==> src/hdl/gateway_link_handshake_top_defines.svh <==
// Assertion macros shared by the gateway link handshake RTL.
// Depends on nothing; users must have clk_i and rst_ni in scope.
`ifndef GATEWAY_LINK_HANDSHAKE_TOP_DEFINES_SVH
`define GATEWAY_LINK_HANDSHAKE_TOP_DEFINES_SVH

// Same-cycle implication, checked on every rising edge outside reset.
`define GLH_ASSERT_NOW(label, ante, cons) \
  label: assert property (@(posedge clk_i) disable iff (!rst_ni) (ante) |-> (cons)) \
    else $error("glh assertion failed");

// Next-cycle implication, checked on every rising edge outside reset.
`define GLH_ASSERT_NEXT(label, ante, cons) \
  label: assert property (@(posedge clk_i) disable iff (!rst_ni) (ante) |=> (cons)) \
    else $error("glh assertion failed");

`endif

==> src/hdl/glh_pkg.sv <==
// Types, codes and constants of the gateway link handshake block.
// Used by the interface instances and every RTL module; no dependencies.
package glh_pkg;

  localparam int unsigned GLH_LIMIT_W   = 14;
  localparam int unsigned DEF_IDLE_WIDTH = 14;
  localparam int unsigned APB_ADDR_W    = 3;
  localparam int unsigned APB_DATA_W    = 32;

  localparam logic [GLH_LIMIT_W-1:0] TIMEOUT_RESET = 14'd10000;

  localparam logic [7:0] TYPE_LOW_ID   = 8'h41;
  localparam logic [7:0] TYPE_HIGH_ID  = 8'h9C;
  localparam logic [7:0] CMD_CONFIG    = 8'h01;
  localparam logic [7:0] CMD_EMPTY     = 8'h00;
  localparam logic [7:0] CMD_DONE      = 8'h80;
  localparam logic [7:0] CMD_DATA      = 8'h02;
  localparam logic [7:0] ANNOUNCE_BYTE = 8'h01;

  // Register index, taken from paddr bit 2.
  localparam logic REG_TIMEOUT_LIMIT = 1'b0;

  typedef enum logic [1:0] {
    KIND_NONE     = 2'd0,
    KIND_ANNOUNCE = 2'd1,
    KIND_CONFIG   = 2'd2,
    KIND_DATA     = 2'd3
  } glh_kind_e;

  typedef struct packed {
    logic       action;
    logic [7:0] type_low;
    logic [7:0] type_high;
    logic [7:0] master_counter;
    logic [7:0] cmd_high;
    logic [7:0] cmd_low;
    logic       mem_ok;
  } glh_in_t;

  typedef struct packed {
    glh_kind_e  send_kind;
    logic [7:0] ack_value;
    logic [7:0] counter_value;
    logic       configured;
    logic       link_lost;
  } glh_out_t;

endpackage

==> src/hdl/glh_stream_if.sv <==
// Valid/ready channel carrying one item of a given payload type.
// Instantiated with the payload structs of glh_pkg.
interface glh_stream_if #(
  parameter type payload_t = logic
) ();
  logic     valid;
  logic     ready;
  payload_t payload;

  modport source (output valid, output payload, input ready);
  modport sink   (input valid, input payload, output ready);
endinterface

==> src/hdl/gateway_link_handshake_top.sv <==
// Top level of the gateway link handshake slave.
// Depends on glh_pkg, glh_stream_if, glh_apb_regs, glh_in_reg and glh_step.

// The block takes one item per clock cycle and returns exactly one result per item:
// the item is captured in an input register, decided by combinational compare and
// increment logic, and held in a result register until the sink takes it. Both
// registers advance together, so the sustained rate is one item per cycle as long as
// the result side keeps taking. The timeout limit is written over the APB port at byte
// address 0 (reset value 10000) and is read back there.
module gateway_link_handshake_top
  import glh_pkg::*;
#(
  parameter int unsigned IDLE_WIDTH = DEF_IDLE_WIDTH
) (
  input  logic                  clk_i,
  input  logic                  rst_ni,
  glh_stream_if.sink            in_i,
  glh_stream_if.source          out_o,
  input  logic                  psel,
  input  logic                  penable,
  input  logic                  pwrite,
  input  logic [APB_ADDR_W-1:0] paddr,
  input  logic [APB_DATA_W-1:0] pwdata,
  output logic [APB_DATA_W-1:0] prdata,
  output logic                  pready
);

  logic [GLH_LIMIT_W-1:0] limit;
  logic                   s1_valid;
  glh_in_t                s1_item;
  logic                   s1_adv;

  glh_apb_regs u_regs (
    .clk_i   (clk_i),
    .rst_ni  (rst_ni),
    .psel    (psel),
    .penable (penable),
    .pwrite  (pwrite),
    .paddr   (paddr),
    .pwdata  (pwdata),
    .prdata  (prdata),
    .pready  (pready),
    .limit_o (limit)
  );

  glh_in_reg u_in_reg (
    .clk_i   (clk_i),
    .rst_ni  (rst_ni),
    .in_i    (in_i),
    .adv_i   (s1_adv),
    .valid_o (s1_valid),
    .item_o  (s1_item)
  );

  glh_step #(
    .IDLE_WIDTH (IDLE_WIDTH)
  ) u_step (
    .clk_i   (clk_i),
    .rst_ni  (rst_ni),
    .valid_i (s1_valid),
    .item_i  (s1_item),
    .limit_i (limit),
    .adv_o   (s1_adv),
    .out_o   (out_o)
  );

endmodule

==> src/hdl/glh_apb_regs.sv <==
// APB configuration register holding the idle timeout limit.
// Depends on glh_pkg.
module glh_apb_regs
  import glh_pkg::*;
(
  input  logic                       clk_i,
  input  logic                       rst_ni,
  input  logic                       psel,
  input  logic                       penable,
  input  logic                       pwrite,
  input  logic [APB_ADDR_W-1:0]      paddr,
  input  logic [APB_DATA_W-1:0]      pwdata,
  output logic [APB_DATA_W-1:0]      prdata,
  output logic                       pready,
  output logic [GLH_LIMIT_W-1:0]     limit_o
);

  logic                   wr_en;
  logic [GLH_LIMIT_W-1:0] limit_q, limit_d;

  assign pready = 1'b1;
  assign wr_en  = psel && penable && pwrite;

  always_comb begin
    limit_d = limit_q;
    prdata  = '0;
    unique case (paddr[2])
      REG_TIMEOUT_LIMIT: begin
        prdata = APB_DATA_W'(limit_q);
        if (wr_en) begin
          limit_d = pwdata[GLH_LIMIT_W-1:0];
        end
      end
      default: begin
        prdata = '0;
      end
    endcase
  end

  always_ff @(posedge clk_i or negedge rst_ni) begin
    if (!rst_ni) begin
      limit_q <= TIMEOUT_RESET;
    end else begin
      limit_q <= limit_d;
    end
  end

  assign limit_o = limit_q;

endmodule

==> src/hdl/glh_in_reg.sv <==
// Input register stage: captures one header or tick item per cycle while the decision stage takes its items.
// Depends on glh_pkg and glh_stream_if.
module glh_in_reg
  import glh_pkg::*;
(
  input  logic         clk_i,
  input  logic         rst_ni,
  glh_stream_if.sink   in_i,
  input  logic         adv_i,
  output logic         valid_o,
  output glh_in_t      item_o
);

  logic    valid_q, valid_d;
  glh_in_t item_q;

  // The stage frees up whenever the decision stage takes its item.
  assign in_i.ready = !valid_q || adv_i;

  always_comb begin
    valid_d = valid_q;
    if (in_i.ready) begin
      valid_d = in_i.valid;
    end
  end

  always_ff @(posedge clk_i or negedge rst_ni) begin
    if (!rst_ni) begin
      valid_q <= 1'b0;
    end else begin
      valid_q <= valid_d;
    end
  end

  always_ff @(posedge clk_i) begin
    if (in_i.valid && in_i.ready) begin
      item_q <= in_i.payload;
    end
  end

  assign valid_o = valid_q;
  assign item_o  = item_q;

endmodule

==> src/hdl/glh_step.sv <==
// Link state and per-item decision, followed by the result register.
// Depends on glh_pkg, glh_stream_if and the assertion macro header.
`include "gateway_link_handshake_top_defines.svh"

module glh_step
  import glh_pkg::*;
#(
  parameter int unsigned IDLE_WIDTH = DEF_IDLE_WIDTH
) (
  input  logic                   clk_i,
  input  logic                   rst_ni,
  input  logic                   valid_i,
  input  glh_in_t                item_i,
  input  logic [GLH_LIMIT_W-1:0] limit_i,
  output logic                   adv_o,
  glh_stream_if.source           out_o
);

  localparam int unsigned CmpW = (IDLE_WIDTH > GLH_LIMIT_W) ? IDLE_WIDTH : GLH_LIMIT_W;

  logic                  in_exch_q, in_exch_d;
  logic                  answered_q, answered_d;
  logic [7:0]            gate_q, gate_d;
  logic [7:0]            data_q, data_d;
  logic [IDLE_WIDTH-1:0] idle_q, idle_d;
  logic                  out_valid_q, out_valid_d;
  glh_out_t              out_q, res;

  logic                  take;
  logic [7:0]            gate_base;
  logic                  hdr_match;
  logic [IDLE_WIDTH-1:0] idle_next;
  logic                  dropped;

  assign adv_o = !out_valid_q || out_o.ready;
  assign take  = valid_i && adv_o;

  assign gate_base = answered_q ? gate_q : 8'd1;
  assign hdr_match = (item_i.type_low == TYPE_LOW_ID) && (item_i.type_high == TYPE_HIGH_ID)
                     && (item_i.cmd_high == CMD_CONFIG);
  assign idle_next = item_i.action ? '0
                   : ((idle_q == '1) ? idle_q : idle_q + IDLE_WIDTH'(1));

  always_comb begin
    in_exch_d  = in_exch_q;
    answered_d = answered_q;
    gate_d     = gate_q;
    data_d     = data_q;
    idle_d     = idle_q;
    dropped    = 1'b0;
    res        = '{send_kind: KIND_NONE, ack_value: 8'd0, counter_value: 8'd0,
                   configured: 1'b0, link_lost: 1'b0};
    if (!in_exch_q) begin
      gate_d = gate_base;
      if (!item_i.action) begin
        if (!answered_q) begin
          res.send_kind     = KIND_ANNOUNCE;
          res.ack_value     = ANNOUNCE_BYTE;
          res.counter_value = ANNOUNCE_BYTE;
        end
      end else if (hdr_match) begin
        if ((item_i.cmd_low == CMD_EMPTY) && !answered_q) begin
          answered_d        = 1'b1;
          gate_d            = gate_base + 8'd1;
          res.send_kind     = KIND_CONFIG;
          res.ack_value     = item_i.master_counter;
          res.counter_value = gate_base + 8'd1;
        end else if (item_i.cmd_low == CMD_DONE) begin
          data_d            = gate_base + 8'd1;
          res.send_kind     = KIND_DATA;
          res.ack_value     = item_i.master_counter;
          res.counter_value = gate_base + 8'd1;
          if (item_i.mem_ok) begin
            in_exch_d = 1'b1;
          end else begin
            answered_d    = 1'b0;
            res.link_lost = 1'b1;
          end
        end
      end
    end else begin
      if (item_i.action && (item_i.cmd_high == CMD_DATA)) begin
        data_d            = data_q + 8'd1;
        res.send_kind     = KIND_DATA;
        res.ack_value     = item_i.master_counter;
        res.counter_value = data_q + 8'd1;
        if (!item_i.mem_ok) begin
          dropped = 1'b1;
        end
      end
      // The timeout only counts while the link is still up after this item.
      if (!dropped && (CmpW'(idle_next) >= CmpW'(limit_i))) begin
        dropped = 1'b1;
      end
      idle_d = dropped ? '0 : idle_next;
      if (dropped) begin
        answered_d    = 1'b0;
        in_exch_d     = 1'b0;
        res.link_lost = 1'b1;
      end
    end
    res.configured = in_exch_d;
  end

  always_comb begin
    out_valid_d = out_valid_q;
    if (adv_o) begin
      out_valid_d = valid_i;
    end
  end

  always_ff @(posedge clk_i or negedge rst_ni) begin
    if (!rst_ni) begin
      in_exch_q   <= 1'b0;
      answered_q  <= 1'b0;
      gate_q      <= 8'd0;
      data_q      <= 8'd0;
      idle_q      <= '0;
      out_valid_q <= 1'b0;
    end else begin
      out_valid_q <= out_valid_d;
      if (take) begin
        in_exch_q  <= in_exch_d;
        answered_q <= answered_d;
        gate_q     <= gate_d;
        data_q     <= data_d;
        idle_q     <= idle_d;
      end
    end
  end

  always_ff @(posedge clk_i) begin
    if (take) begin
      out_q <= res;
    end
  end

  assign out_o.valid   = out_valid_q;
  assign out_o.payload = out_q;

  `GLH_ASSERT_NOW(a_idle_zero_in_config, !in_exch_q, idle_q == '0)
  `GLH_ASSERT_NOW(a_lost_not_configured, out_valid_q && out_q.link_lost, !out_q.configured)
  `GLH_ASSERT_NOW(a_announce_bytes, out_valid_q && (out_q.send_kind == KIND_ANNOUNCE),
                  (out_q.ack_value == ANNOUNCE_BYTE) && !out_q.configured)
  `GLH_ASSERT_NEXT(a_take_gives_result, take, out_valid_q)

endmodule

==> src/flat_wrapper.sv <==
// flat-port wrapper written by rule: the top's interface ports become plain ports
module gateway_link_handshake_top_flat import glh_pkg::*;
#(
  parameter int unsigned IDLE_WIDTH = DEF_IDLE_WIDTH
)
  (clk_i, rst_ni, psel, penable, pwrite, paddr, pwdata, prdata, pready, in_i_valid, in_i_payload, in_i_ready, out_o_valid, out_o_payload, out_o_ready);
  glh_stream_if #(.payload_t(glh_in_t)) in_i_i ();
  glh_stream_if #(.payload_t(glh_out_t)) out_o_i ();
  input  logic clk_i;
  input  logic rst_ni;
  input  logic psel;
  input  logic penable;
  input  logic pwrite;
  input  logic [APB_ADDR_W-1:0] paddr;
  input  logic [APB_DATA_W-1:0] pwdata;
  output logic [APB_DATA_W-1:0] prdata;
  output logic pready;
  input wire logic [$bits(in_i_i.valid)-1:0] in_i_valid;
  input wire logic [$bits(in_i_i.payload)-1:0] in_i_payload;
  output wire logic [$bits(in_i_i.ready)-1:0] in_i_ready;
  output wire logic [$bits(out_o_i.valid)-1:0] out_o_valid;
  output wire logic [$bits(out_o_i.payload)-1:0] out_o_payload;
  input wire logic [$bits(out_o_i.ready)-1:0] out_o_ready;
  assign in_i_i.valid = in_i_valid;
  assign in_i_i.payload = in_i_payload;
  assign in_i_ready = in_i_i.ready;
  assign out_o_valid = out_o_i.valid;
  assign out_o_payload = out_o_i.payload;
  assign out_o_i.ready = out_o_ready;
  gateway_link_handshake_top #(.IDLE_WIDTH(IDLE_WIDTH)) u_core (.clk_i(clk_i), .rst_ni(rst_ni), .in_i(in_i_i), .out_o(out_o_i), .psel(psel), .penable(penable), .pwrite(pwrite), .paddr(paddr), .pwdata(pwdata), .prdata(prdata), .pready(pready));
endmodule
==> config.mk <==
export PLATFORM = sky130hd
export DESIGN_NAME = gateway_link_handshake_top_flat
export DESIGN_NICKNAME = d
export VERILOG_FILES = /design/src/hdl/glh_pkg.sv /design/src/hdl/glh_stream_if.sv /design/src/hdl/gateway_link_handshake_top.sv /design/src/hdl/glh_apb_regs.sv /design/src/hdl/glh_in_reg.sv /design/src/hdl/glh_step.sv /design/src/flat_wrapper.sv
export VERILOG_INCLUDE_DIRS = /design/src /design/src/hdl
export SDC_FILE = /design/constraint.sdc
export NUM_CORES = 1
export LEC_CHECK = 0
export ABC_CLOCK_PERIOD_IN_PS = 5000
export BUFFER_PORTS_ARGS = -buffer_cell sky130_fd_sc_hd__buf_2
export CORE_MARGIN = 4
export CORE_UTILIZATION = 35
export CTS_CLUSTER_DIAMETER = 80
export DETAILED_ROUTE_END_ITERATION = 10
export MAX_ROUTING_LAYER = met4
export PLACE_DENSITY = 0.59
export SLEW_MARGIN = 0
export SYNTH_ARGS = -nofsm -noshare
export SYNTH_HDL_FRONTEND = slang
export SYNTH_SLANG_ARGS = --single-unit
==> constraint.sdc <==
create_clock -name clk_i -period 5 [get_ports clk_i]
set_input_delay 0.75 -clock clk_i [delete_from_list [all_inputs] [get_ports clk_i]]
set_output_delay 0.75 -clock clk_i [all_outputs]
set_load 0.01 [all_outputs]
==> results.sh <==
export IMPL_clk_pin_slew_ns=0.08
export IMPL_ys_flop_type="edfxtp_1"
export IMPL_rr_worst_depth=10
export IMPL_syn_inst=508
export IMPL_finalSetupTns_ns=0
export IMPL_diodes=0
export IMPL_outcome="finished clean"
export IMPL_clockBufferDepth=2
export IMPL_first_global_vias=4016
export IMPL_avgSynthCellArea_sq_um=11.1
export IMPL_netlist_area_sq_mm=0.00564
export IMPL_synth_area_top_cells="edfxtp_1, dfrtp_1, ha_1, nor2_1, nand2_1"
export IMPL_utilization_pct=41.2
export IMPL_drv_slew=0
export IMPL_internal_power_uw=1460
export IMPL_fin_worst_skew_ns=0.0101
export IMPL_hpwl_mm=8.95
export IMPL_cts_root_buf="clkbuf_16"
export IMPL_slowest_delay_ns=0.51
export IMPL_critPathMaxFanout=18
export IMPL_viasPerCell=4.94
export IMPL_cts_tree="yes"
export IMPL_ys_types=64
export IMPL_gp_congestion=0.877
export IMPL_grt_total_usage_pct=13.9
export IMPL_fin_crit_ns=3.79
export IMPL_drv_cap=0
export IMPL_initial_core_util_pct=35.6
export IMPL_cts_buffers=9
export IMPL_worst_path_stages=10
export IMPL_nets=696
export IMPL_required_ns=5.14
export IMPL_path_cells="nand4_1 -> nor4_1 -> nor3_1 -> xnor2_1 -> nor2_1 -> ha_1 -> a21o_1 -> o311ai_0 -> o211ai_2 -> o21ai_0"
export IMPL_crit_arrival_ns=3.93
export IMPL_antenna_found_initial=0
export IMPL_num_io_pins=139
export IMPL_power_uw=1960
export IMPL_ant_nets=0
export IMPL_synth_edf_count=62
export IMPL_end_kind="flop"
export IMPL_fmax_ghz=0.264
export IMPL_dieWidth_microns=135
export IMPL_async_flop_share_pct=43.6
export IMPL_grt_max_degree=49
export IMPL_power_combinational_fraction_pct=10.0
export IMPL_ctsResizeCount=0
export IMPL_final_hold_violation_count=0
export IMPL_cp_top_family="compound AO/OA/AOI/OAI gates"
export IMPL_leakagePower_uw=0.00269
export IMPL_coreArea_sq_mm=0.0158
export IMPL_dr_total_vias=4029
export IMPL_cpMaxStageDelayCell="nor4_1"
export IMPL_routedWlPerCell_microns=14.8
export IMPL_p_clk_share_pct=35.9
export IMPL_grt_pass1_wl_mm=19.7
export IMPL_io_buffers=99
export IMPL_seq_area_frac_synth_pct=54.4
export IMPL_drt_pass1_iter_count=4
export IMPL_rsz0062_at_grt="no"
export IMPL_swShare_pct=25.2
export IMPL_drive_gt1_share_pct=25.0
export IMPL_worst_slew_margin_rel_pct=35.7
export IMPL_cts_max_level=3
export IMPL_critPathLaunchType="flop"
export IMPL_tightest_slew_ns=0.963
export IMPL_synth_top_area_cell="edfxtp_1"
export IMPL_finalSetupViolCount=0
export IMPL_ir_drop_uv=196
export IMPL_synth_top_area_share_pct=33.0
export IMPL_worstSkewPairLatency_ns=0.36
export IMPL_crit_type="flop to flop"
export IMPL_layout_area_overhead_vs_synth_pct=15.7
export IMPL_drt_iter0_drc=261
export IMPL_rows=46
export IMPL_power_density_mw_per_mm2=300
export IMPL_dieArea_sq_mm=0.0182
export IMPL_cts_sinks=110
export IMPL_postCtsSetupRepairBufs=0
export IMPL_p_seq_share_pct=54.1
export IMPL_cts_hold_buffers=0
export IMPL_ys_ff_latch=110
export IMPL_die_h_microns=135
export IMPL_drt_total_wl_mm=12.1
export IMPL_worstHoldPathType="primary input to asynchronous set/reset pin"
export IMPL_gr_total_overflow=0
export IMPL_p_switching_uw=493
export IMPL_drc=0
export IMPL_synth_yosys_warnings=0
export IMPL_fin_crit_sh_pct=75.7
export IMPL_path_buf_inv=0
[Yosys cell counts (all sizes together) (3+ instances only)]
| master | instances |
|---|---|
| a211o | 3 |
| mux2 | 18 |
| and2 | 17 |
| and3 | 5 |
| mux2i | 10 |
| nor2 | 48 |
| dfstp | 5 |
| or2 | 3 |
| nor3 | 9 |
| inv | 22 |
| nand3 | 20 |
| nand4 | 11 |
| o21ai | 19 |
| o21a | 3 |
| a21oi | 14 |
| nand2b | 6 |
| a21o | 3 |
| or3 | 3 |
| nor2b | 5 |
| a211oi | 4 |
| clkbuf | 12 |
| nor4bb | 3 |
| ha | 17 |
| nor4 | 10 |
| buf | 29 |
| edfxtp | 62 |
| xnor2 | 13 |
| o31ai | 10 |
| o41ai | 3 |
| nand2 | 44 |
| o22ai | 5 |
| dfrtp | 43 |
[state kept, by name, summed over array words and instances, names as in the netlist, 7 cells and up, named ones only]
register and flops:
u_core.u_regs.limit_o 14, u_core.u_in_reg.item_o 42, u_core.u_step.data_q 8, u_core.u_step.idle_q 14
u_core.u_step.out_o.payload 20, u_core.u_step.gate_q 7
[per-layer routing]
layer  vias up  global-route usage [%]  part of all wire, %
met5         -                       -                    0
met4         0                    5.43                  1.7
met3        20                    2.53                  4.6
met2       101                    20.4                   46
met1      1932                    19.3                   48
li1       1976                       -                    -
[power by group through the flow]
stage | registers, uW | clock network, uW | logic, uW
global placement | 1080 | 0 | 190
floorplan | 1070 | 0 | 123
global route | 1070 | 759 | 221
detailed placement | 1080 | 0 | 198
CTS | 1060 | 729 | 199
finish | 1060 | 703 | 195
[cell families after synthesis]
family	Yosys count	share of synthesized area (%)
flops	110	54.4
other cells	2	0.133
simple gates	194	18.2
fa+ha+maj	17	3.77
xor+xnor	15	2.33
mux	28	5.64
compound gates	79	9.65
buf+inv	63	5.81
[worst paths after layout]
kind | end | slack (ns) | startpoint
worst max-delay path | u_core.u_step.out_o.payload[1] | 1.21 | u_core.u_step.idle_q[9]
worst min-delay path | u_core.u_step.data_q[6] | 0.49 | rst_ni
worst max register to register | u_core.u_step.out_o.payload[1] | 1.21 | u_core.u_step.idle_q[9]
worst min register to register | u_core.u_regs.limit_o[11] | 0.51 | u_core.u_regs.limit_o[11]
max in group asynchronous | u_core.u_regs.limit_o[5] | 4.06 | rst_ni
min in group clk_i | u_core.u_regs.limit_o[11] | 0.51 | u_core.u_regs.limit_o[11]
[stage by stage]
step                instance area [sq um]  setup slack, ns  hold WS, ns  instances
finish                               6530             1.21        0.494        816
global route                         6530            0.871        0.524        816
CTS                                  6530             1.23        0.512        816
detailed placement                   6230             1.25        0.494        800
global placement                     6230             1.28        0.489        800
floorplan                            5700             1.86        0.454        525
[cell usage in the layout, fill, tap and decap left out, drive strengths merged, types with 4 or more instances in the layout]
cell    instances
nand4          11
a211oi          4
nor2b           5
nand2          44
conb           19
nor4           10
edfxtp         62
inv            25
xnor2          13
dfstp           5
nor2           48
o31ai          10
ha             17
and3            5
a21oi          14
clkbuf         10
and2           17
o21ai          19
mux2           18
mux2i          10
dfrtp          43
nand2b          6
o22ai           5
buf           100
nor3            9
nand3          20
[final cells by class]
type	instances	area [sq um]
flip-flops and latches	110	3070
multi-input cells	352	2310
fillers	1534	9300
well taps	216	270
clock buffers	10	229
clock inverters	6	63.8
repair buffers	100	503
inverters	22	82.6
Power figures use the tool's default switching activity.
